## config.mk

```make
export PLATFORM = sky130hd
export DESIGN_NAME = cuckoo_hash_table_core
export DESIGN_NICKNAME = d
export VERILOG_FILES = /design/src/rtl/cht_pkg.sv /design/src/rtl/cht_datapath.sv /design/src/rtl/cht_ctrl.sv /design/src/rtl/cuckoo_hash_table_core.sv
export SDC_FILE = /design/constraint.sdc
export NUM_CORES = 1
export LEC_CHECK = 0
export ABC_AREA = 1
export ABC_CLOCK_PERIOD_IN_PS = 6150
export BUFFER_PORTS_ARGS = -buffer_cell sky130_fd_sc_hd__buf_2
export CAP_MARGIN = 20
export CORE_AREA = 2 2 342 344
export CTS_BUF_LIST = sky130_fd_sc_hd__clkbuf_8
export DETAILED_ROUTE_END_ITERATION = 6
export DIE_AREA = 0 0 344 346
export PLACE_DENSITY = 0.64
export SYNTH_ARGS = -nofsm -noshare
export SYNTH_HDL_FRONTEND = slang
export SYNTH_HIERARCHICAL = 1
export SYNTH_SLANG_ARGS = --single-unit
export TNS_END_PERCENT = 1
```

## constraint.sdc

```tcl
create_clock -name clk_i -period 6.15 [get_ports clk_i]
set_clock_uncertainty 0.2 [all_clocks]
set_input_delay 0.615 -clock clk_i [delete_from_list [all_inputs] [get_ports clk_i]]
set_output_delay 0.615 -clock clk_i [all_outputs]
set_load 0.03 [all_outputs]
```

## src/rtl/cht_pkg.sv

```systemverilog
package cht_pkg;

  localparam int unsigned MaxSlots   = 16;
  localparam int unsigned SlotW      = $clog2(MaxSlots);
  localparam int unsigned SizeW      = 5;
  localparam int unsigned KeyW       = 31;
  localparam int unsigned QuoW       = KeyW;
  localparam int unsigned BitW       = $clog2(QuoW);
  localparam int unsigned RoundW     = $clog2(MaxSlots + 1);
  localparam int unsigned AddrW      = 1;
  localparam logic [SizeW-1:0] SizeReset = SizeW'(16);
  localparam logic [AddrW-1:0] RegTableSize = AddrW'(0);

  typedef enum logic {
    CMD_INSERT = 1'b0,
    CMD_DELETE = 1'b1
  } cmd_e;

  typedef enum logic [1:0] {
    ST_INSERTED  = 2'd0,
    ST_DROPPED   = 2'd1,
    ST_DELETED   = 2'd2,
    ST_NOT_FOUND = 2'd3
  } status_e;

  typedef struct packed {
    cmd_e            cmd;
    logic [KeyW-1:0] key;
  } req_t;

  typedef struct packed {
    status_e         status;
    logic [KeyW-1:0] dropped_key;
    logic            full_res;
  } rsp_t;

  // Controller to datapath commands.
  typedef struct packed {
    logic load;      // capture request key into cur
    logic div_start; // start dividing cur by size
    logic div_step;  // one restoring-division step
    logic t1_probe;  // act on table one at slot of cur
    logic t2_probe;  // act on table two at slot of cur
    logic del_try;   // attempt delete
    logic finish;    // latch result
  } cmd_t;

  // Datapath to controller status.
  typedef struct packed {
    logic div_done;
    logic placed;    // last probe found an empty slot, or last delete found the key
  } sts_t;

endpackage

```

## src/rtl/cht_datapath.sv

```systemverilog
module cht_datapath import cht_pkg::*; (
  input  logic             clk_i,
  input  logic             rst_ni,
  input  cmd_t             cmd_i,
  input  req_t             req_i,
  input  logic [SizeW-1:0] size_i,
  output sts_t             sts_o,
  output rsp_t             rsp_o
);

  logic [KeyW-1:0]     t1_key_q [MaxSlots];
  logic [KeyW-1:0]     t2_key_q [MaxSlots];
  logic [MaxSlots-1:0] t1_vld_q, t2_vld_q;
  logic [KeyW-1:0]     cur_q, key_q;
  logic [QuoW-1:0]     quo_q;
  logic [SizeW-1:0]    rem_q;
  logic [BitW-1:0]     bit_q;
  logic                div_busy_q;
  logic                placed_q;
  logic                phase_q;
  logic [SlotW-1:0]    p1_q, p2_q;
  rsp_t                rsp_q;

  // Effective size clamped to 1..MaxSlots.
  logic [SizeW-1:0] s_eff;
  always_comb begin
    if (size_i == '0) s_eff = SizeW'(1);
    else if (size_i > SizeW'(MaxSlots)) s_eff = SizeW'(MaxSlots);
    else s_eff = size_i;
  end

  // One restoring-division step: shift in the next dividend bit, subtract when it fits.
  logic [SizeW:0] rem_sh;
  logic [SizeW:0] rem_nx;
  logic           ge;
  logic           last_bit;
  always_comb begin
    rem_sh = {rem_q, quo_q[QuoW-1]};
    ge     = rem_sh >= {1'b0, s_eff};
    rem_nx = ge ? rem_sh - {1'b0, s_eff} : rem_sh;
  end
  assign last_bit = (bit_q == BitW'(QuoW - 1));

  logic full;
  always_comb begin
    full = 1'b1;
    for (int i = 0; i < MaxSlots; i++) begin
      if (i < int'(s_eff) && (!t1_vld_q[i] || !t2_vld_q[i])) full = 1'b0;
    end
  end

  always_ff @(posedge clk_i or negedge rst_ni) begin
    if (!rst_ni) begin
      t1_vld_q   <= '0;
      t2_vld_q   <= '0;
      cur_q      <= '0;
      key_q      <= '0;
      quo_q      <= '0;
      rem_q      <= '0;
      bit_q      <= '0;
      div_busy_q <= 1'b0;
      placed_q   <= 1'b0;
      phase_q    <= 1'b0;
      p1_q       <= '0;
      p2_q       <= '0;
    end else if (cmd_i.load) begin
      cur_q <= req_i.key;
      key_q <= req_i.key;
    end else if (cmd_i.div_start) begin
      quo_q      <= cur_q;
      rem_q      <= '0;
      bit_q      <= '0;
      phase_q    <= 1'b0;
      div_busy_q <= 1'b1;
    end else if (cmd_i.div_step && div_busy_q) begin
      if (!last_bit) begin
        quo_q <= {quo_q[QuoW-2:0], ge};
        rem_q <= rem_nx[SizeW-1:0];
        bit_q <= bit_q + BitW'(1);
      end else if (!phase_q) begin
        // First pass done: remainder is slot one, quotient feeds the second pass.
        p1_q    <= rem_nx[SlotW-1:0];
        quo_q   <= {quo_q[QuoW-2:0], ge};
        rem_q   <= '0;
        bit_q   <= '0;
        phase_q <= 1'b1;
      end else begin
        p2_q       <= rem_nx[SlotW-1:0];
        div_busy_q <= 1'b0;
      end
    end else if (cmd_i.t1_probe) begin
      if (!t1_vld_q[p1_q]) begin
        t1_vld_q[p1_q] <= 1'b1;
        placed_q       <= 1'b1;
      end else begin
        cur_q    <= t1_key_q[p1_q];
        placed_q <= 1'b0;
      end
    end else if (cmd_i.t2_probe) begin
      if (!t2_vld_q[p2_q]) begin
        t2_vld_q[p2_q] <= 1'b1;
        placed_q       <= 1'b1;
      end else begin
        cur_q    <= t2_key_q[p2_q];
        placed_q <= 1'b0;
      end
    end else if (cmd_i.del_try) begin
      if (t1_vld_q[p1_q] && t1_key_q[p1_q] == key_q) begin
        t1_vld_q[p1_q] <= 1'b0;
        placed_q       <= 1'b1;
      end else if (t2_vld_q[p2_q] && t2_key_q[p2_q] == key_q) begin
        t2_vld_q[p2_q] <= 1'b0;
        placed_q       <= 1'b1;
      end else begin
        placed_q <= 1'b0;
      end
    end
  end

  // Key storage: a probe always leaves cur in its slot.
  always_ff @(posedge clk_i) begin
    if (cmd_i.t1_probe) t1_key_q[p1_q] <= cur_q;
    if (cmd_i.t2_probe) t2_key_q[p2_q] <= cur_q;
  end

  // Result latches on finish, after the last table update has taken effect, so full is current.
  always_ff @(posedge clk_i) begin
    if (cmd_i.finish) begin
      rsp_q.full_res <= full;
      if (req_i.cmd == CMD_DELETE) begin
        rsp_q.status      <= placed_q ? ST_DELETED : ST_NOT_FOUND;
        rsp_q.dropped_key <= '0;
      end else begin
        rsp_q.status      <= placed_q ? ST_INSERTED : ST_DROPPED;
        rsp_q.dropped_key <= placed_q ? '0 : cur_q;
      end
    end
  end

  assign sts_o.div_done = !div_busy_q;
  assign sts_o.placed   = placed_q;
  assign rsp_o          = rsp_q;

endmodule

```

## src/rtl/cht_ctrl.sv

```systemverilog
module cht_ctrl import cht_pkg::*; (
  input  logic             clk_i,
  input  logic             rst_ni,
  input  logic             in_valid_i,
  output logic             in_stall_o,
  input  req_t             in_data_i,
  output logic             out_valid_o,
  input  logic             out_stall_i,
  input  logic [SizeW-1:0] size_i,
  input  sts_t             sts_i,
  output cmd_t             cmd_o,
  output req_t             req_o
);

  typedef enum logic [8:0] {
    S_IDLE  = 9'b0_0000_0001,
    S_LOAD  = 9'b0_0000_0010,
    S_START = 9'b0_0000_0100,
    S_DIV   = 9'b0_0000_1000,
    S_T1    = 9'b0_0001_0000,
    S_T2    = 9'b0_0010_0000,
    S_CHECK = 9'b0_0100_0000,
    S_DEL   = 9'b0_1000_0000,
    S_FIN   = 9'b1_0000_0000
  } state_e;

  state_e state_q, state_d;
  req_t   req_q;
  logic   side_q, side_d; // 0 next probe table one, 1 table two
  logic [RoundW-1:0] round_q, round_d, round_nx;
  logic   out_valid_q, out_valid_d;
  logic [SizeW-1:0] s_eff;
  logic   accept;

  always_comb begin
    if (size_i == '0) s_eff = SizeW'(1);
    else if (size_i > SizeW'(MaxSlots)) s_eff = SizeW'(MaxSlots);
    else s_eff = size_i;
  end

  assign in_stall_o = (state_q != S_IDLE);
  assign accept     = in_valid_i && !in_stall_o;
  assign round_nx   = round_q + RoundW'(1);

  always_comb begin
    state_d     = state_q;
    side_d      = side_q;
    round_d     = round_q;
    out_valid_d = out_valid_q;
    cmd_o       = '0;
    if (out_valid_q && !out_stall_i) out_valid_d = 1'b0;
    unique case (state_q)
      S_IDLE: begin
        if (accept) state_d = S_LOAD;
      end
      S_LOAD: begin
        cmd_o.load = 1'b1;
        round_d    = '0;
        side_d     = 1'b0;
        state_d    = S_START;
      end
      S_START: begin
        cmd_o.div_start = 1'b1;
        state_d         = S_DIV;
      end
      S_DIV: begin
        if (!sts_i.div_done) cmd_o.div_step = 1'b1;
        else if (req_q.cmd == CMD_DELETE) state_d = S_DEL;
        else if (side_q) state_d = S_T2;
        else state_d = S_T1;
      end
      S_T1: begin
        cmd_o.t1_probe = 1'b1;
        state_d        = S_CHECK;
      end
      S_T2: begin
        cmd_o.t2_probe = 1'b1;
        state_d        = S_CHECK;
      end
      S_CHECK: begin
        if (sts_i.placed) begin
          state_d = S_FIN;
        end else if (!side_q) begin
          side_d  = 1'b1;
          state_d = S_START;
        end else begin
          round_d = round_nx;
          side_d  = 1'b0;
          state_d = (round_nx >= RoundW'(s_eff)) ? S_FIN : S_START;
        end
      end
      S_DEL: begin
        cmd_o.del_try = 1'b1;
        state_d       = S_FIN;
      end
      S_FIN: begin
        if (!out_valid_q || !out_stall_i) begin
          cmd_o.finish = 1'b1;
          out_valid_d  = 1'b1;
          state_d      = S_IDLE;
        end
      end
      default: state_d = S_IDLE;
    endcase
  end

  always_ff @(posedge clk_i or negedge rst_ni) begin
    if (!rst_ni) begin
      state_q     <= S_IDLE;
      side_q      <= 1'b0;
      round_q     <= '0;
      out_valid_q <= 1'b0;
    end else begin
      state_q     <= state_d;
      side_q      <= side_d;
      round_q     <= round_d;
      out_valid_q <= out_valid_d;
    end
  end

  always_ff @(posedge clk_i) begin
    if (accept) req_q <= in_data_i;
  end

  assign out_valid_o = out_valid_q;
  assign req_o       = req_q;

  assert property (@(posedge clk_i) disable iff (!rst_ni)
    accept |=> state_q == S_LOAD) else $error("accept did not start item");
  assert property (@(posedge clk_i) disable iff (!rst_ni)
    $onehot(state_q)) else $error("state not one-hot");
  assert property (@(posedge clk_i) disable iff (!rst_ni)
    out_valid_q && out_stall_i |=> out_valid_q) else $error("stalled result dropped");
  assert property (@(posedge clk_i) disable iff (!rst_ni)
    round_q <= RoundW'(MaxSlots)) else $error("round overflow");

endmodule

```

## src/rtl/cuckoo_hash_table_core.sv

```systemverilog
// Channel | Direction | Handshake          | Payload
// in      | input     | in_valid_i/stall_o | req_t  (cmd, key)
// out     | output    | out_valid_o/stall_i| rsp_t  (status, dropped_key, full_res)
// cfg     | input     | APB psel/penable   | table_size at byte address 0
//
// Each probe runs the shared serial divider twice (31 steps for slot one, 31
// for slot two), then passes through one probe state and one check state.
// Delete: one divider run, then the delete and finish states.
// Insert: up to 2*size probes before the result, one item at a time.
// Reset clears valid bits and the controller; table_size returns to 16.
// A stalled result holds; the next item is accepted, but its result waits
// until the result register drains.
module cuckoo_hash_table_core import cht_pkg::*; (
  input  logic             clk_i,
  input  logic             rst_ni,
  input  logic             in_valid_i,
  output logic             in_stall_o,
  input  req_t             in_data_i,
  output logic             out_valid_o,
  input  logic             out_stall_i,
  output rsp_t             out_data_o,
  input  logic             psel,
  input  logic             penable,
  input  logic             pwrite,
  input  logic [AddrW+1:0] paddr,
  input  logic [31:0]      pwdata,
  output logic [31:0]      prdata,
  output logic             pready
);

  logic [SizeW-1:0] size_q;
  cmd_t cmd;
  sts_t sts;
  req_t req;

  assign pready = 1'b1;
  always_ff @(posedge clk_i or negedge rst_ni) begin
    if (!rst_ni) size_q <= SizeReset;
    else if (psel && penable && pwrite && paddr[AddrW+1:2] == RegTableSize)
      size_q <= pwdata[SizeW-1:0];
  end
  assign prdata = (paddr[AddrW+1:2] == RegTableSize) ? {27'd0, size_q} : '0;

  cht_ctrl u_ctrl (
    .clk_i, .rst_ni, .in_valid_i, .in_stall_o, .in_data_i,
    .out_valid_o, .out_stall_i, .size_i(size_q), .sts_i(sts),
    .cmd_o(cmd), .req_o(req)
  );

  cht_datapath u_dp (
    .clk_i, .rst_ni, .cmd_i(cmd), .req_i(req), .size_i(size_q),
    .sts_o(sts), .rsp_o(out_data_o)
  );

endmodule

```

==> results.txt <==
----------------------------------------------------
[STA]
  Setup violation total in the final timing report ... 0
  Min cycle time layout ... between 4000 and 5000 ps
  Max-slew violation total from the final report ... 0
  Timing-limited maximum frequency ... 208 MHz
  Final clock period utilization by the worst path ... 0.780
  Slew at the pin closest to its max-slew limit ... approximately 1300 ps
  Fin. Hold Viols ... 0
  Total negative slack ... 0 ps
  Max transition margin ... 0.151
  Tightest hold margin ... about 140 ps
  RSZ-0062 raised after global routing ... false

[Power]
  Static leakage ... approximately 23 nW
  VDD IR-drop max ... between 0.2 and 0.3 mV
  Pwr Density ... 359 mW/mm²

[Critical path]
  Worst R2R Setup Slack ... 1350 ps
  Cell type with the highest occurrence count on the critical path ... nand2_1
  Startpoint types ... flop
  R2r worst-path depth ... 20
  Critical path data required time ... 6710 ps
  Slowest library cell on the worst path ... dfrtp_4
  Ordered list of cells on the worst path ... inv_2 > nor2_2 > buf_4 > nand2_1 > nand2_1 > o21ai_0 > nand2_1 > nor2_1 > nand2_1 > nand2_1 > nor2_1 > nand2_1 > nor2_1 > nand2_1 > nor2_1 > nand3_1 > nand2_1 > nand3_1 > nand2_1 > nand2_1
  Endpoint type of the worst setup path ... flop
  Maximum single-stage delay on the critical path ... roughly 830 ps
  Maximum fanout along the worst path ... 35
  Critical path class ... reg -> reg
  Launch point of the worst reg-to-reg path ... u_dp/p1_q[1]$_DFFE_PN0P_
  WP data arrival ... 5360 ps

[Flow run]
  Max-Cap Viols ... 0

[Synthesis]
  Sequential element share of the synthesized area ... 0.696
  Count of flip-flops with a built-in enable after synthesis ... approximately 1100
  Yosys top cell by area ... edfxtp_1
  Post-synth design cell area ... slightly above 0.05 mm²
  Most used standard cells in the synthesized netlist ... nand2_1 (2305), edfxtp_1 (1058), nor2_1 (313)
  Count of different cell masters after synthesis ... 50
  YS warnings ... 6
  Most used flip-flop cell after synthesis ... edfxtp_1
  Share of Yosys cell area claimed by the top area cell type ... 0.615
  Post-Synthesis Mean Instance Area ... 10.5 µm²
  Async S/R FF share, synth ... 0.136
  Flip-flop and latch count after synthesis ... roughly 1200
  Cell types occupying the most area after synthesis ... edfxtp_1 (61%), nand2_1 (17%), dfrtp_1 (8.0%)
  Count of mapped cells out of synthesis ... 4915
  Count leader, synth ... nand2_1

[Final layout]
  Share of post-route cells with drive strength above 1 ... 0.107
  Post-synthesis to final-layout area growth ... 13.5%
  Number of filler instances in the final layout ... slightly above 10000
  Number of nets in the layout ... around 5200

[Die]
  Die area ... around 0.12 mm²
  Die extent in x ... 344 µm
  Number of rows in the core area ... 125
  Std-Cell Core Area ... roughly 0.12 mm²
  Die Ht ... about 350 µm
  Boundary Pins ... roughly 140
  Starting density of the core ... 0.448

[GRT]
  Initial antenna violation count ... 4
  Total routing usage reported by global routing ... 0.252
  First-pass GRT wire length ... 221000 µm
  Pin count of the biggest net entering global routing ... 182
  Number of global-route vias before repair ... between 30000 and 40000
  Overflow after GRT ... 0

[Run status]
  Result of the run ... completed

[Drt]
  Antenna-violating nets left ... 0
  Number of vias after detailed routing ... 36800
  DRC violation total after the first TritonRoute iteration ... roughly 4300
  Average wire length per cell after detail routing ... 22.0 µm
  Post-detailed-routing wire length ... between 150000 and 200000 µm
  Pre-Repair DR Iteration Count ... 5
  Average vias per placed instance ... 5.38
  DRC ... 0

[CTS]
  Largest buffer count on any clock path ... 3
  Number of gates resized after CTS ... 0
  Skew-Pair Late Insertion Delay ... roughly 900 ps
  CTS H-tree depth ... 4
  Clock input transition at the sequential cells of the worst setup and hold paths ... ~70 ps
  CTS Root Cell ... clkbuf_8
  Count of hold-fix buffers inserted at cts ... 50
  Post-CTS setup buffers ... 0
  CTS tree ... done
  Clk sinks ... 1225
  Number of clock buffers inserted by TritonCTS ... between 150 and 200

[Placement]
  Placer congestion estimate ... 0.980
  HPWL reported at the end of detailed placement ... 89600 µm
  Port Buf Inserts ... between 80 and 90

[Worst hold path]
  Worst hold path type ... in -> async

----------------------------------------------------
==> registers in the layout, summed over array words and instances, names as in the netlist, named ones only <==
register            flops
u_ctrl/req_o           32
u_dp/cur_q             31
size_q                  5
u_dp/p2_q               4
u_dp/phase_q            1
u_ctrl/side_q           1
u_ctrl/out_valid_o      1
u_dp/quo_q             31
u_dp/div_busy_q         1
u_dp/placed_q           1
u_dp/p1_q               4
u_dp/t2_key_q         496
u_dp/t1_key_q         496
u_dp/bit_q              5
u_dp/rsp_o             34
u_ctrl/state_q          9
u_dp/rem_q              5
u_ctrl/round_q          5
u_dp/key_q             31
==> layer usage <==
layer | routed length (µm) | share of wire | vias up | track usage
met5 | 0 | 0 | - | 0
met3 | 13100 | 0.087 | 347 | 0.0573
met2 | 68900 | 0.46 | 1570 | 0.390
met4 | 7470 | 0.050 | 0 | 0.123
met1 | 61000 | 0.41 | 17900 | 0.335
li1 | - | - | 17000 | -
==> cells by family after synthesis <==
kind of cell	Yosys count	share of synthesized area
fa+ha+maj	14	0.00354
compound gates	276	0.0311
simple gates	2991	0.233
xor+xnor	6	0.00102
other cells	2	0.000145
flops	1225	0.696
buf+inv	401	0.0358
==> placed cells by master (no fill, tap or decap), types with 4 or more instances in the layout <==
master         netlist  routed
xor2_1               5       5
nand4_1            161     161
o21ai_1             25      25
a31oi_1             38      38
buf_2              115      84
clkinv_2             0      27
nor3_1              45      12
inv_2                6       4
inv_1              146     208
a21oi_1             48      48
buf_8                0      10
clkinv_1             3      33
clkinv_8             0       4
nor3_2               1      34
clkinvlp_4           0       7
edfxtp_1          1058    1058
dfrtp_1            165     162
clkbuf_8             0     219
buf_12               0      11
a22oi_1             22      22
dlygate4sd3_1        0      50
o211ai_1            22      22
nor2_4               7      18
bufinv_16            0       7
nor2_2               6       6
conb_1               2      28
ha_1                13      13
nand2_2             10      10
o21ai_0             99      99
nand2_1           2305    2305
o21ai_2              5       5
nand3_1            133     133
buf_4               39     100
nor2_1             313     302
==> per-stage QoR <==
step	total power, W	std cells	setup WS [ps]	cell area (µm²)	util
floorplan	0.0127	4941	1790	51800	-
finish	0.0210	6839	1350	58700	0.508
CTS	0.0210	6826	1420	58500	0.507
detailed placement	0.0142	6416	1450	54100	0.469
global route	0.0218	6839	1010	58700	0.508
global placement	0.0140	6413	1540	54000	0.468
==> final cells by class <==
class / instances / area, µm² / area share
diodes: 1 / 2.50 / 0.0000427
clock buffers: 218 / 3000 / 0.0511
clock inverters: 142 / 855 / 0.0146
inverters: 155 / 592 / 0.0101
multi-input cells: 3315 / 14200 / 0.242
flip-flops and latches: 1225 / 36000 / 0.613
well taps: 1524 / 1910 / 0.0325
repair buffers: 259 / 2140 / 0.0364
==> power by group <==
| part | switching [W] | leakage, nW | internal (W) |
|---|---|---|---|
| sequential | 0.000817 | 11.6 | 0.0105 |
| clock | 0.00326 | 2.20 | 0.00356 |
| combinational | 0.00211 | 9.42 | 0.000802 |
==> worst max-delay path, delay by kind of cell, from the launching register on <==
family | cells | cell delay [ps]
AND/OR/NAND/NOR | 17 | 2880
AO/OA/AOI/OAI | 1 | 100
flip-flops | 1 | 830
buffers and inverters | 2 | 650
==> how the worst max path moves through the flow <==
stage / startpoint / end / slack, ps / cells past startpoint
final: u_dp/p1_q[1]$_DFFE_PN0P_ / flop / 1350 / 20
after global routing: u_dp/p1_q[1]$_DFFE_PN0P_ / flop / 1010 / 20
after CTS: u_dp/p2_q[1]$_DFFE_PN0P_ / u_dp/cur_q[19]$_DFFE_PN0P_ / 1420 / 15
after detailed placement: u_dp/p2_q[1]$_DFFE_PN0P_ / u_dp/cur_q[19]$_DFFE_PN0P_ / 1450 / 15
after global placement: u_dp/p2_q[1]$_DFFE_PN0P_ / u_dp/cur_q[19]$_DFFE_PN0P_ / 1540 / 15
after floorplan: u_ctrl/state_q[2]$_DFFE_PN0P_ / u_dp/t1_key_q[10][0]$_DFFE_PP_ / 1790 / 7
(Power assumes the default switching activity.)
